## src/rtl/serial_command_parser_defines.svh

```systemverilog
// Assertion macros shared by the serial command parser RTL.
`ifndef SERIAL_COMMAND_PARSER_DEFINES_SVH
`define SERIAL_COMMAND_PARSER_DEFINES_SVH

`ifndef ASSERT_OFF
// Same-cycle implication, checked out of reset.
`define SCP_ASSERT_NOW(label, clk, rst_n, ante, cons, msg) \
    label: assert property (@(posedge clk) disable iff (!rst_n) (ante) |-> (cons)) \
        else $error(msg);
// Next-cycle implication, checked out of reset.
`define SCP_ASSERT_NEXT(label, clk, rst_n, ante, cons, msg) \
    label: assert property (@(posedge clk) disable iff (!rst_n) (ante) |=> (cons)) \
        else $error(msg);
`else
`define SCP_ASSERT_NOW(label, clk, rst_n, ante, cons, msg)
`define SCP_ASSERT_NEXT(label, clk, rst_n, ante, cons, msg)
`endif

`endif

```

## src/rtl/scp_pkg.sv

```systemverilog
// Types and constants of the serial command parser.
package scp_pkg;

    localparam int unsigned ByteW = 8;

    // Parser states
    typedef enum logic [2:0] {
        ST_IDLE = 3'd0,
        ST_F    = 3'd1,
        ST_R    = 3'd2,
        ST_M    = 3'd3,
        ST_FM   = 3'd4,
        ST_V    = 3'd5,
        ST_A    = 3'd6,
        ST_CALC = 3'd7
    } parse_state_t;

    // Characters and formula codes
    localparam logic [ByteW-1:0] CH_A      = 8'h41;
    localparam logic [ByteW-1:0] CH_C      = 8'h43;
    localparam logic [ByteW-1:0] CH_F      = 8'h46;
    localparam logic [ByteW-1:0] CH_K      = 8'h4B;
    localparam logic [ByteW-1:0] CH_M      = 8'h4D;
    localparam logic [ByteW-1:0] CH_R      = 8'h52;
    localparam logic [ByteW-1:0] CH_V      = 8'h56;
    localparam logic [ByteW-1:0] CH_ONE    = 8'h31;
    localparam logic [ByteW-1:0] CH_TWO    = 8'h32;
    localparam logic [ByteW-1:0] CASE_GAP  = 8'h20;
    localparam logic [ByteW-1:0] FORM_ADD  = 8'd35;
    localparam logic [ByteW-1:0] FORM_DBL  = 8'd40;
    localparam logic [ByteW-1:0] ADD_CONST = 8'd10;

    // Position of a byte inside an acknowledge run
    typedef enum logic [2:0] {
        POS_A     = 3'd0,
        POS_C     = 3'd1,
        POS_K     = 3'd2,
        POS_DIGIT = 3'd3,
        POS_CALC  = 3'd4
    } run_pos_t;

    // One transmit run handed from parser to emitter
    typedef struct packed {
        logic             emit;
        logic [ByteW-1:0] digit;
        logic             has_calc;
        logic [ByteW-1:0] calc;
    } run_desc_t;

    // Emitter status seen by the parser
    typedef struct packed {
        logic busy;
        logic ending;
    } emit_status_t;

    // Either-case letter match
    function automatic logic is_letter(input logic [ByteW-1:0] b,
                                       input logic [ByteW-1:0] upper);
        return (b == upper) || (b == (upper + CASE_GAP));
    endfunction

endpackage

```

## src/rtl/scp_parser.sv

```systemverilog
// Keyword parser: state, stored formula and run descriptor per received byte.
module scp_parser (
    input  logic                          clk,
    input  logic                          rst_n,
    input  logic                          in_valid,
    input  logic [scp_pkg::ByteW-1:0]     in_byte,
    input  scp_pkg::emit_status_t         emit_sts,
    output logic                          fire,
    output scp_pkg::run_desc_t            desc
);
    import scp_pkg::*;

    parse_state_t     state_reg, state_next;
    logic [ByteW-1:0] formula_reg, formula_next;
    logic             nonzero;
    logic             run_ok;

    assign nonzero = (in_byte != '0);
    assign run_ok  = !emit_sts.busy || emit_sts.ending;
    assign fire    = in_valid && (!desc.emit || run_ok);

    // Advance state and stored formula on each consumed byte
    always_ff @(posedge clk or negedge rst_n)
    begin
        if (!rst_n)
        begin
            state_reg   <= ST_IDLE;
            formula_reg <= '0;
        end
        else if (fire)
        begin
            state_reg   <= state_next;
            formula_reg <= formula_next;
        end
    end

    // Next state and run descriptor
    always_comb
    begin
        state_next    = state_reg;
        formula_next  = formula_reg;
        desc.emit     = 1'b0;
        desc.digit    = CH_ONE;
        desc.has_calc = 1'b0;
        desc.calc     = '0;
        if (nonzero)
        begin
            unique case (state_reg)
                ST_IDLE: state_next = is_letter(in_byte, CH_F) ? ST_F : ST_IDLE;
                ST_F:    state_next = is_letter(in_byte, CH_R) ? ST_R : ST_IDLE;
                ST_R:    state_next = is_letter(in_byte, CH_M) ? ST_M : ST_IDLE;
                ST_M:
                begin
                    formula_next = in_byte;
                    desc.emit    = 1'b1;
                    state_next   = ST_FM;
                end
                ST_FM:
                begin
                    if (is_letter(in_byte, CH_V))      state_next = ST_V;
                    else if (is_letter(in_byte, CH_C)) state_next = ST_IDLE;
                    else                               state_next = ST_FM;
                end
                ST_V:
                begin
                    if (is_letter(in_byte, CH_A))      state_next = ST_A;
                    else if (is_letter(in_byte, CH_C)) state_next = ST_IDLE;
                    else                               state_next = ST_FM;
                end
                ST_A:
                begin
                    if (is_letter(in_byte, CH_R))      state_next = ST_CALC;
                    else if (is_letter(in_byte, CH_C)) state_next = ST_IDLE;
                    else                               state_next = ST_FM;
                end
                ST_CALC:
                begin
                    desc.emit  = 1'b1;
                    desc.digit = CH_TWO;
                    if (formula_reg == FORM_ADD)
                    begin
                        desc.has_calc = 1'b1;
                        desc.calc     = in_byte + ADD_CONST;
                    end
                    else if (formula_reg == FORM_DBL)
                    begin
                        desc.has_calc = 1'b1;
                        desc.calc     = {in_byte[ByteW-2:0], 1'b0};
                    end
                    state_next = ST_IDLE;
                end
                default: state_next = ST_IDLE;
            endcase
        end
    end

endmodule

```

## src/rtl/scp_emitter.sv

```systemverilog
// Run register that plays an acknowledge run out one beat per cycle while m_tready is high.
module scp_emitter (
    input  logic                      clk,
    input  logic                      rst_n,
    input  logic                      load,
    input  scp_pkg::run_desc_t        desc,
    output scp_pkg::emit_status_t     sts,
    output logic                      m_tvalid,
    input  logic                      m_tready,
    output logic [scp_pkg::ByteW-1:0] m_tdata,
    output logic                      m_tuser,
    output logic                      m_tlast
);
    import scp_pkg::*;

    logic             valid_reg;
    run_pos_t         pos_reg;
    logic [ByteW-1:0] digit_reg;
    logic             has_calc_reg;
    logic [ByteW-1:0] calc_reg;
    logic             beat;

    assign beat       = valid_reg && m_tready;
    assign m_tvalid   = valid_reg;
    assign m_tuser    = (pos_reg == POS_A);
    assign m_tlast    = has_calc_reg ? (pos_reg == POS_CALC) : (pos_reg == POS_DIGIT);
    assign sts.busy   = valid_reg;
    assign sts.ending = beat && m_tlast;

    // Select the byte at the current run position
    always_comb
    begin
        unique case (pos_reg)
            POS_A:     m_tdata = CH_A;
            POS_C:     m_tdata = CH_C;
            POS_K:     m_tdata = CH_K;
            POS_DIGIT: m_tdata = digit_reg;
            POS_CALC:  m_tdata = calc_reg;
            default:   m_tdata = calc_reg;
        endcase
    end

    // Load a new run or advance through the current one
    always_ff @(posedge clk or negedge rst_n)
    begin
        if (!rst_n)
        begin
            valid_reg <= 1'b0;
            pos_reg   <= POS_A;
        end
        else if (load)
        begin
            valid_reg <= 1'b1;
            pos_reg   <= POS_A;
        end
        else if (beat)
        begin
            if (m_tlast)
                valid_reg <= 1'b0;
            pos_reg <= run_pos_t'(pos_reg + 3'd1);
        end
    end

    // Hold run payload
    always_ff @(posedge clk)
    begin
        if (load)
        begin
            digit_reg    <= desc.digit;
            has_calc_reg <= desc.has_calc;
            calc_reg     <= desc.calc;
        end
    end

endmodule

```

## src/rtl/serial_command_parser.sv

```systemverilog
// Serial command parser: FRM/VAR keyword parsing with acknowledge and result output.
// Flow: a byte is registered, parsed from the input register, and loads the run register,
// which then drives its first beat; a run of four or five beats leaves at one beat per
// cycle while m_tready is high. One byte is taken per cycle while it makes no beats; a
// byte that makes a run waits until the run register is free or ending its last beat.
// Reset: rst_n clears parser state to idle, stored formula to zero, all valids low.
`include "serial_command_parser_defines.svh"
module serial_command_parser (
    input  logic                      clk,
    input  logic                      rst_n,
    input  logic                      s_tvalid,
    output logic                      s_tready,
    input  logic [scp_pkg::ByteW-1:0] s_tdata,   // [7:0] rx_byte
    output logic                      m_tvalid,
    input  logic                      m_tready,
    output logic [scp_pkg::ByteW-1:0] m_tdata,   // [7:0] tx_byte
    output logic                      m_tuser,   // [0] led_toggle
    output logic                      m_tlast    // last_of_run
);
    import scp_pkg::*;

    logic             in_valid_reg;
    logic [ByteW-1:0] in_byte_reg;
    logic             fire;
    run_desc_t        desc;
    emit_status_t     emit_sts;

    assign s_tready = !in_valid_reg || fire;

    // Input register
    always_ff @(posedge clk or negedge rst_n)
    begin
        if (!rst_n)
            in_valid_reg <= 1'b0;
        else if (s_tready)
            in_valid_reg <= s_tvalid;
    end

    always_ff @(posedge clk)
    begin
        if (s_tvalid && s_tready)
            in_byte_reg <= s_tdata;
    end

    scp_parser u_parser (
        .clk      (clk),
        .rst_n    (rst_n),
        .in_valid (in_valid_reg),
        .in_byte  (in_byte_reg),
        .emit_sts (emit_sts),
        .fire     (fire),
        .desc     (desc)
    );

    scp_emitter u_emitter (
        .clk      (clk),
        .rst_n    (rst_n),
        .load     (fire && desc.emit),
        .desc     (desc),
        .sts      (emit_sts),
        .m_tvalid (m_tvalid),
        .m_tready (m_tready),
        .m_tdata  (m_tdata),
        .m_tuser  (m_tuser),
        .m_tlast  (m_tlast)
    );

    // Checks
    `SCP_ASSERT_NOW(a_led_not_last, clk, rst_n, m_tvalid && m_tuser, !m_tlast, "led beat is last")
    `SCP_ASSERT_NOW(a_no_run_overwrite, clk, rst_n, fire && desc.emit,
                    !emit_sts.busy || emit_sts.ending, "run loaded over a busy run")
    `SCP_ASSERT_NOW(a_full_accept_drains, clk, rst_n, s_tvalid && s_tready && in_valid_reg,
                    fire, "input register overwritten")
    `SCP_ASSERT_NEXT(a_load_starts_ack, clk, rst_n, fire && desc.emit,
                     m_tvalid && m_tuser && (m_tdata == CH_A), "run does not open with A")

endmodule
```

## config.mk

```make
export PLATFORM = sky130hd
export DESIGN_NAME = serial_command_parser
export DESIGN_NICKNAME = d
export VERILOG_FILES = /design/src/rtl/scp_pkg.sv /design/src/rtl/scp_parser.sv /design/src/rtl/scp_emitter.sv /design/src/rtl/serial_command_parser.sv
export VERILOG_INCLUDE_DIRS = /design/src /design/src/rtl
export SDC_FILE = /design/constraint.sdc
export NUM_CORES = 1
export LEC_CHECK = 0
export BUFFER_PORTS_ARGS = -buffer_cell sky130_fd_sc_hd__buf_2
export CORE_MARGIN = 2
export CORE_UTILIZATION = 30
export DETAILED_ROUTE_END_ITERATION = 10
export HOLD_SLACK_MARGIN = 0.12
export SYNTH_ARGS = -nofsm -noshare
export SYNTH_HDL_FRONTEND = slang
export SYNTH_SLANG_ARGS = --single-unit
```

## constraint.sdc

```tcl
create_clock -name clk -period 5.2 [get_ports clk]
set_clock_uncertainty 0.2 [all_clocks]
set_input_delay 0.26 -clock clk [delete_from_list [all_inputs] [get_ports clk]]
set_output_delay 0.26 -clock clk [all_outputs]
set_load 0.1 [all_outputs]
```

==> impl_metrics.xml, run 1 <==
<?xml version="1.0" encoding="UTF-8"?>
<metrics>
  <group name="run_status">
    <metric name="outcome" unit="">completed</metric>
  </group>
  <group name="critical_path">
    <metric name="setup.worst_path.start_class" unit="">register</metric>
    <metric name="worst_case_register_to_register_setup_slack" unit="ns">2.59</metric>
    <metric name="critical_path.reg2reg.startpoint" unit="">u_emitter.pos_reg[1]</metric>
    <metric name="cp_data_arrival_time" unit="ns">2.22</metric>
    <metric name="critPathRequiredTime" unit="ns">4.74</metric>
    <metric name="worstSetupPathType" unit="">register to primary output</metric>
    <metric name="cp-end-kind" unit="">primary output</metric>
    <metric name="path_max_fanout" unit="">6</metric>
    <metric name="timing.reg2reg.worst_path_depth" unit="">6</metric>
    <metric name="rr_endpoint" unit="">u_parser.formula_reg[3]</metric>
  </group>
  <group name="timing">
    <metric name="max_freq" unit="GHz">0.373</metric>
    <metric name="setup_repair_after_global_routing_missed_its_margin" unit="">no</metric>
    <metric name="tns" unit="ns">0</metric>
    <metric name="maxSlewViolCount" unit="">0</metric>
    <metric name="timing.final.hold_violations" unit="">0</metric>
    <metric name="final_critical_path_time_including_i_o_delays_and_setup" unit="ns">2.68</metric>
    <metric name="worst_slew_pin_slew" unit="ns">0.597</metric>
    <metric name="worst_slew_margin_relative_to_its_limit" unit="%">60.1</metric>
    <metric name="final_min_period_over_clock_period" unit="%">51.6</metric>
    <metric name="report.final.setup_viol" unit="">0</metric>
  </group>
  <group name="synth">
    <metric name="post_synth_inst_count" unit="">178</metric>
    <metric name="synth_cell_types" unit="">45</metric>
    <metric name="synth_seq_cells" unit="">35</metric>
    <metric name="synth_ff_type" unit="">edfxtp_1</metric>
    <metric name="ys_async_sr_fraction" unit="%">45.7</metric>
    <metric name="synth_nets" unit="">196</metric>
    <metric name="synth_enable_flop_cells" unit="">19</metric>
    <metric name="count_of_synthesis_stage_warnings_from_yosys" unit="">0</metric>
    <metric name="synthesis.area" unit="um^2">1970</metric>
    <metric name="synth_seq_area_share" unit="%">49.4</metric>
    <metric name="syn_area_per_cell" unit="um^2">11.0</metric>
  </group>
  <group name="floorplan">
    <metric name="die_w" unit="um">84.9</metric>
    <metric name="die_h" unit="um">84.9</metric>
    <metric name="io_pins" unit="">24</metric>
    <metric name="placementRows" unit="">29</metric>
    <metric name="core_area" unit="um^2">6350</metric>
    <metric name="floorplan.initialDensity" unit="%">31.0</metric>
    <metric name="die_area" unit="um^2">7220</metric>
  </group>
  <group name="min_path">
    <metric name="hold_class" unit="">primary input to asynchronous set/reset pin</metric>
  </group>
  <group name="clocking">
    <metric name="htreeDepth" unit="">2</metric>
    <metric name="sink_count" unit="">35</metric>
    <metric name="max-clock-path-buffers" unit="">2</metric>
    <metric name="holdBufCountCts" unit="">11</metric>
    <metric name="clockRootBuffer" unit="">clkbuf_8</metric>
    <metric name="clk-insertion-delay-late" unit="ns">0.28</metric>
    <metric name="path_clk_slew" unit="ns">0.06</metric>
    <metric name="cts_tree" unit="">built</metric>
    <metric name="tritoncts.num_buffers" unit="">5</metric>
    <metric name="cts.repair_timing.setup_buffer_count" unit="">0</metric>
    <metric name="cts_resized" unit="">0</metric>
  </group>
  <group name="drt">
    <metric name="dr_total_vias" unit="">1368</metric>
    <metric name="drt_wl_total" unit="um">3670</metric>
    <metric name="detailedRoute.firstPassIterationCount" unit="">4</metric>
    <metric name="ant_nets" unit="">0</metric>
    <metric name="drc" unit="">0</metric>
    <metric name="iter_0_drt_violations" unit="">39</metric>
    <metric name="wire_per_inst" unit="um">12.6</metric>
    <metric name="number_of_vias_per_cell_after_detailed_routing" unit="">4.70</metric>
  </group>
  <group name="placed_design">
    <metric name="place.port_buffers" unit="">23</metric>
    <metric name="gp_routability_congestion" unit="">0.800</metric>
    <metric name="hpwlAfterDp" unit="um">2700</metric>
  </group>
  <group name="global_routing">
    <metric name="largest_net_degree_at_the_start_of_global_routing" unit="">17</metric>
    <metric name="grt_pass1_vias" unit="">1390</metric>
    <metric name="first_pass_grt_wire_length" unit="um">6400</metric>
    <metric name="globalRoute.totalOverflow" unit="">0</metric>
    <metric name="antenna_found_initial" unit="">0</metric>
    <metric name="grtUsageTotal" unit="%">10.9</metric>
  </group>
  <group name="finish">
    <metric name="antenna_cells" unit="">0</metric>
    <metric name="drive_gt1_share" unit="%">22.9</metric>
    <metric name="fillCellCount" unit="">622</metric>
    <metric name="final_core_utilization" unit="%">36.4</metric>
    <metric name="finish.net_count" unit="">231</metric>
    <metric name="area_growth" unit="%">17.4</metric>
    <metric name="multi_input_comb_area" unit="um^2">892</metric>
    <metric name="layout.area.seq" unit="um^2">971</metric>
  </group>
  <group name="flow_run">
    <metric name="maxCapViolations" unit="">0</metric>
  </group>
</metrics>
==> placed cells by master (no fill, tap or decap), types with 3 or more instances in the layout <==
cell type	instances
nor3_1	3
clkbuf_8	6
inv_1	9
xnor2_1	4
nand2_1	20
edfxtp_1	19
nor2_1	19
mux2_4	8
ha_1	6
a31oi_1	3
dfrtp_1	16
buf_2	23
mux2i_1	3
o21ai_0	10
a21oi_1	8
nand3_1	5
or2_2	3
dlygate4sd3_1	11
==> cell usage after synthesis (4+ instances only) <==
master    count  share of area [%]
a21oi_1       8                2.0
dfrtp_1      16                 20
edfxtp_1     19                 29
ha_1          6                3.8
inv_1         9                1.7
mux2_4        8                6.1
nand2_1      20                3.8
nand3_1       5                1.3
nor2_1       19                3.6
o21ai_0      10                2.5
xnor2_1       4                1.8
==> critical path, cell delays in order, from the launching register on <==
cell      delay [ns]
dfrtp_1         0.39
ha_1            0.19
ha_1            0.28
nand2_1         0.07
o211ai_1        0.35
nor2_1          0.15
inv_1           0.08
buf_2           0.42
==> logic make-up after synthesis <==
family	count (synthesis)	synth area share, %
buffers and inverters	15	5.22
adder cells (fa/ha/maj)	6	3.82
AO/OA/AOI/OAI	32	9.93
flip-flops	35	49.4
XOR/XNOR	4	1.78
multiplexers	11	7.64
AND/OR/NAND/NOR	75	22.2
==> routing by layer <==
metal	GRT usage (%)	wire (um)	part of all wire, %	up-vias
met4	2.45	20	0.54	0
met3	3.11	146	4.0	2
met5	0	0	0	-
li1	-	-	-	709
met2	17.9	1740	47	25
met1	14.4	1770	48	632
==> through the flow <==
stage	setup slack (ns)	instance area [um^2]	cells	hold slack [ns]
finish	2.52	2310	291	0.215
global route	2.29	2310	291	0.243
CTS	2.48	2310	291	0.217
detailed placement	2.58	2110	272	-0.00882
global placement	2.67	2110	272	-0.00917
floorplan	1.22	1970	178	-0.236
==> worst max-delay path by stage <==
| stage | startpoint | to | slack, ns |
|---|---|---|---|
| floorplan | u_emitter.pos_reg[0] | m_tdata[6] | 1.22 |
| global placement | u_emitter.pos_reg[2] | u_parser.formula_reg[2] | 2.67 |
| detailed placement | u_emitter.pos_reg[1] | u_parser.formula_reg[6] | 2.58 |
| CTS | u_emitter.pos_reg[1] | s_tready | 2.48 |
| global route | u_emitter.pos_reg[1] | s_tready | 2.29 |
| finish | u_emitter.pos_reg[1] | s_tready | 2.52 |
==> cell type report <==
class	instances	share of cell area [%]
sequential	35	42.1
timing repair buffer	34	9.76
tap	77	4.17
inverter	9	1.46
clock buffer	7	3.74
clock inverter	1	0.163
multi-input combinational	128	38.6
Power of run 1 is not shown: default switching activity piles up to over one toggle a cycle in this logic, so the estimate is an artifact.
==> run 2: changes to the inputs <==
==> constraint.sdc (replaced) <==
create_clock -name clk -period 2.29 [get_ports clk]
set_clock_uncertainty 0.2 [all_clocks]
set_input_delay 0.1145 -clock clk [delete_from_list [all_inputs] [get_ports clk]]
set_output_delay 0.1145 -clock clk [all_outputs]
set_load 0.1 [all_outputs]
==> impl_metrics.xml, run 2 (same netlist as run 1, synthesis figures left out) <==
<?xml version="1.0" encoding="UTF-8"?>
<metrics>
  <group name="critical_path">
    <metric name="setup.worst_path.start_class" unit="">register</metric>
    <metric name="worstSetupPathType" unit="">register to register</metric>
    <metric name="cp_data_arrival_time" unit="ns">2.24</metric>
    <metric name="critPathRequiredTime" unit="ns">2.27</metric>
    <metric name="path_max_fanout" unit="">4</metric>
    <metric name="critical_path.reg2reg.startpoint" unit="">u_emitter.pos_reg[1]</metric>
    <metric name="rr_endpoint" unit="">u_parser.formula_reg[1]</metric>
    <metric name="worst_case_register_to_register_setup_slack" unit="ns">0.03</metric>
    <metric name="timing.reg2reg.worst_path_depth" unit="">8</metric>
    <metric name="cp-end-kind" unit="">register</metric>
  </group>
  <group name="clocking">
    <metric name="max-clock-path-buffers" unit="">2</metric>
    <metric name="clockRootBuffer" unit="">clkbuf_8</metric>
    <metric name="cts_tree" unit="">built</metric>
    <metric name="sink_count" unit="">35</metric>
    <metric name="path_clk_slew" unit="ns">0.07</metric>
    <metric name="tritoncts.num_buffers" unit="">5</metric>
    <metric name="htreeDepth" unit="">2</metric>
    <metric name="clk-insertion-delay-late" unit="ns">0.29</metric>
  </group>
  <group name="floorplan">
    <metric name="floorplan.initialDensity" unit="%">31.0</metric>
    <metric name="io_pins" unit="">24</metric>
    <metric name="die_w" unit="um">84.9</metric>
    <metric name="die_area" unit="um^2">7220</metric>
    <metric name="die_h" unit="um">84.9</metric>
    <metric name="core_area" unit="um^2">6350</metric>
    <metric name="placementRows" unit="">29</metric>
  </group>
  <group name="drt">
    <metric name="drc" unit="">0</metric>
    <metric name="iter_0_drt_violations" unit="">77</metric>
    <metric name="drt_wl_total" unit="um">4040</metric>
    <metric name="wire_per_inst" unit="um">12.7</metric>
    <metric name="ant_nets" unit="">0</metric>
    <metric name="number_of_vias_per_cell_after_detailed_routing" unit="">4.68</metric>
    <metric name="detailedRoute.firstPassIterationCount" unit="">4</metric>
    <metric name="dr_total_vias" unit="">1488</metric>
  </group>
  <group name="power_and_ir_drop">
    <metric name="ir_worst_vdd" unit="mV">1.85</metric>
    <metric name="p_per_area" unit="nW/um^2">1420</metric>
    <metric name="p_leak" unit="nW">1.17</metric>
    <metric name="total_power" unit="W">0.00392</metric>
  </group>
  <group name="timing">
    <metric name="timing.final.hold_violations" unit="">0</metric>
    <metric name="worst_slew_pin_slew" unit="ns">0.805</metric>
    <metric name="worst_slew_margin_relative_to_its_limit" unit="%">46.2</metric>
    <metric name="setup_repair_after_global_routing_missed_its_margin" unit="">yes</metric>
    <metric name="final_critical_path_time_including_i_o_delays_and_setup" unit="ns">2.26</metric>
    <metric name="max_freq" unit="GHz">0.442</metric>
    <metric name="tns" unit="ns">0</metric>
    <metric name="final_min_period_over_clock_period" unit="%">98.8</metric>
    <metric name="report.final.setup_viol" unit="">0</metric>
    <metric name="maxSlewViolCount" unit="">0</metric>
  </group>
  <group name="run_status">
    <metric name="outcome" unit="">completed</metric>
  </group>
  <group name="min_path">
    <metric name="min_delay_worst_endpoint" unit="">u_parser.formula_reg[5]</metric>
    <metric name="hold_class" unit="">register to register</metric>
    <metric name="min_delay_path_depth" unit="">1</metric>
    <metric name="hold_path.startpoint" unit="">u_parser.formula_reg[5]</metric>
  </group>
  <group name="finish">
    <metric name="area_growth" unit="%">40.5</metric>
    <metric name="most-common-layout-cells" unit="">24 x buf_4, 19 x edfxtp_1</metric>
    <metric name="drive_gt1_share" unit="%">41.1</metric>
    <metric name="antenna_cells" unit="">0</metric>
    <metric name="final_core_utilization" unit="%">43.5</metric>
    <metric name="non_filler_instance_count_after_layout" unit="">318</metric>
    <metric name="layout_commonest_cell" unit="">buf_4</metric>
    <metric name="finish.net_count" unit="">258</metric>
  </group>
  <group name="placed_design">
    <metric name="hpwlAfterDp" unit="um">2860</metric>
    <metric name="place.port_buffers" unit="">23</metric>
    <metric name="numPlacedInstances" unit="">293</metric>
    <metric name="gp_routability_congestion" unit="">0.799</metric>
  </group>
  <group name="flow_run">
    <metric name="maxCapViolations" unit="">0</metric>
  </group>
  <group name="global_routing">
    <metric name="first_pass_grt_wire_length" unit="um">6670</metric>
    <metric name="antenna_found_initial" unit="">0</metric>
    <metric name="grtUsageTotal" unit="%">11.8</metric>
    <metric name="globalRoute.totalOverflow" unit="">0</metric>
    <metric name="largest_net_degree_at_the_start_of_global_routing" unit="">17</metric>
    <metric name="grt_pass1_vias" unit="">1424</metric>
  </group>
</metrics>
run 2: cell count changes in the layout (fill, tap and decap cells not counted), sizes merged:
| cell | previous run | this run |
|---|---|---|
| dlygate4sd3 | 11 | 12 |
| clkbuf | 7 | 8 |
| buf | 23 | 47 |
| bufinv | 0 | 1 |
run 2: timing repair:
item,CTS,global route
buffers inserted,0,4
gates cloned,0,1
hold buffers,12,0
setup endpoints to repair,2,21
resized for setup,1,17
pin swaps,0,4
endpoints found under the hold margin,28,0
run 2: worst max path at each step:
stage,from,endpoint,slack [ns],cells after the start
floorplan,u_emitter.pos_reg[0],m_tdata[1],-0.10,6
global placement,u_emitter.pos_reg[1],u_parser.formula_reg[0],0.09,7
detailed placement,u_emitter.pos_reg[1],u_parser.formula_reg[4],0.03,7
CTS,u_emitter.pos_reg[1],u_parser.formula_reg[4],0.01,7
global route,u_emitter.pos_reg[1],u_parser.formula_reg[4],-0.06,8
finish,u_emitter.pos_reg[1],u_parser.formula_reg[1],0.03,8
run 2: power by group:
| group | switching, W | internal, W | total [W] |
|---|---|---|---|
| combinational | 0.00149 | 0.000913 | 0.00240 |
| clock | 0.000221 | 0.000352 | 0.000573 |
| sequential | 0.000125 | 0.000816 | 0.000942 |
run 2: worst max-delay path, cell delays in order (launching register included):
cell and delay, ns:
dfrtp_1 0.44, ha_4 0.17, ha_4 0.13, nand2_2 0.04, o211ai_1 0.15, buf_4 0.16
or3b_4 0.41, clkbuf_16 0.17, mux2_4 0.29
run 2: per-layer routing:
| metal | part of all wire (%) | vias up | track usage [%] |
|---|---|---|---|
| met3 | 4.5 | 5 | 3.40 |
| met1 | 44 | 681 | 14.5 |
| li1 | - | 761 | - |
| met2 | 50 | 41 | 19.5 |
| met5 | 0 | - | 0 |
| met4 | 1.3 | 0 | 4.33 |
run 2: layout make-up:
| type | instances | area (um^2) |
|---|---|---|
| timing repair buffer | 61 | 571 |
| multi-input combinational | 128 | 973 |
| tap | 77 | 96.3 |
| sequential | 35 | 971 |
| fill | 598 | 3590 |
| inverter | 9 | 33.8 |
| clock buffer | 6 | 82.6 |
| clock inverter | 2 | 35.0 |
run 2: per-stage QoR:
step	worst slack (ns)	hold slack, ns	cell area (um^2)
final	0.0271	0.306	2760
after floorplan	-0.101	-0.381	1990
after detailed placement	0.0336	-0.127	2410
after global routing	-0.0553	0.335	2760
after global placement	0.0851	-0.132	2410
after CTS	0.0114	0.310	2650
(Power assumes the default switching activity.)
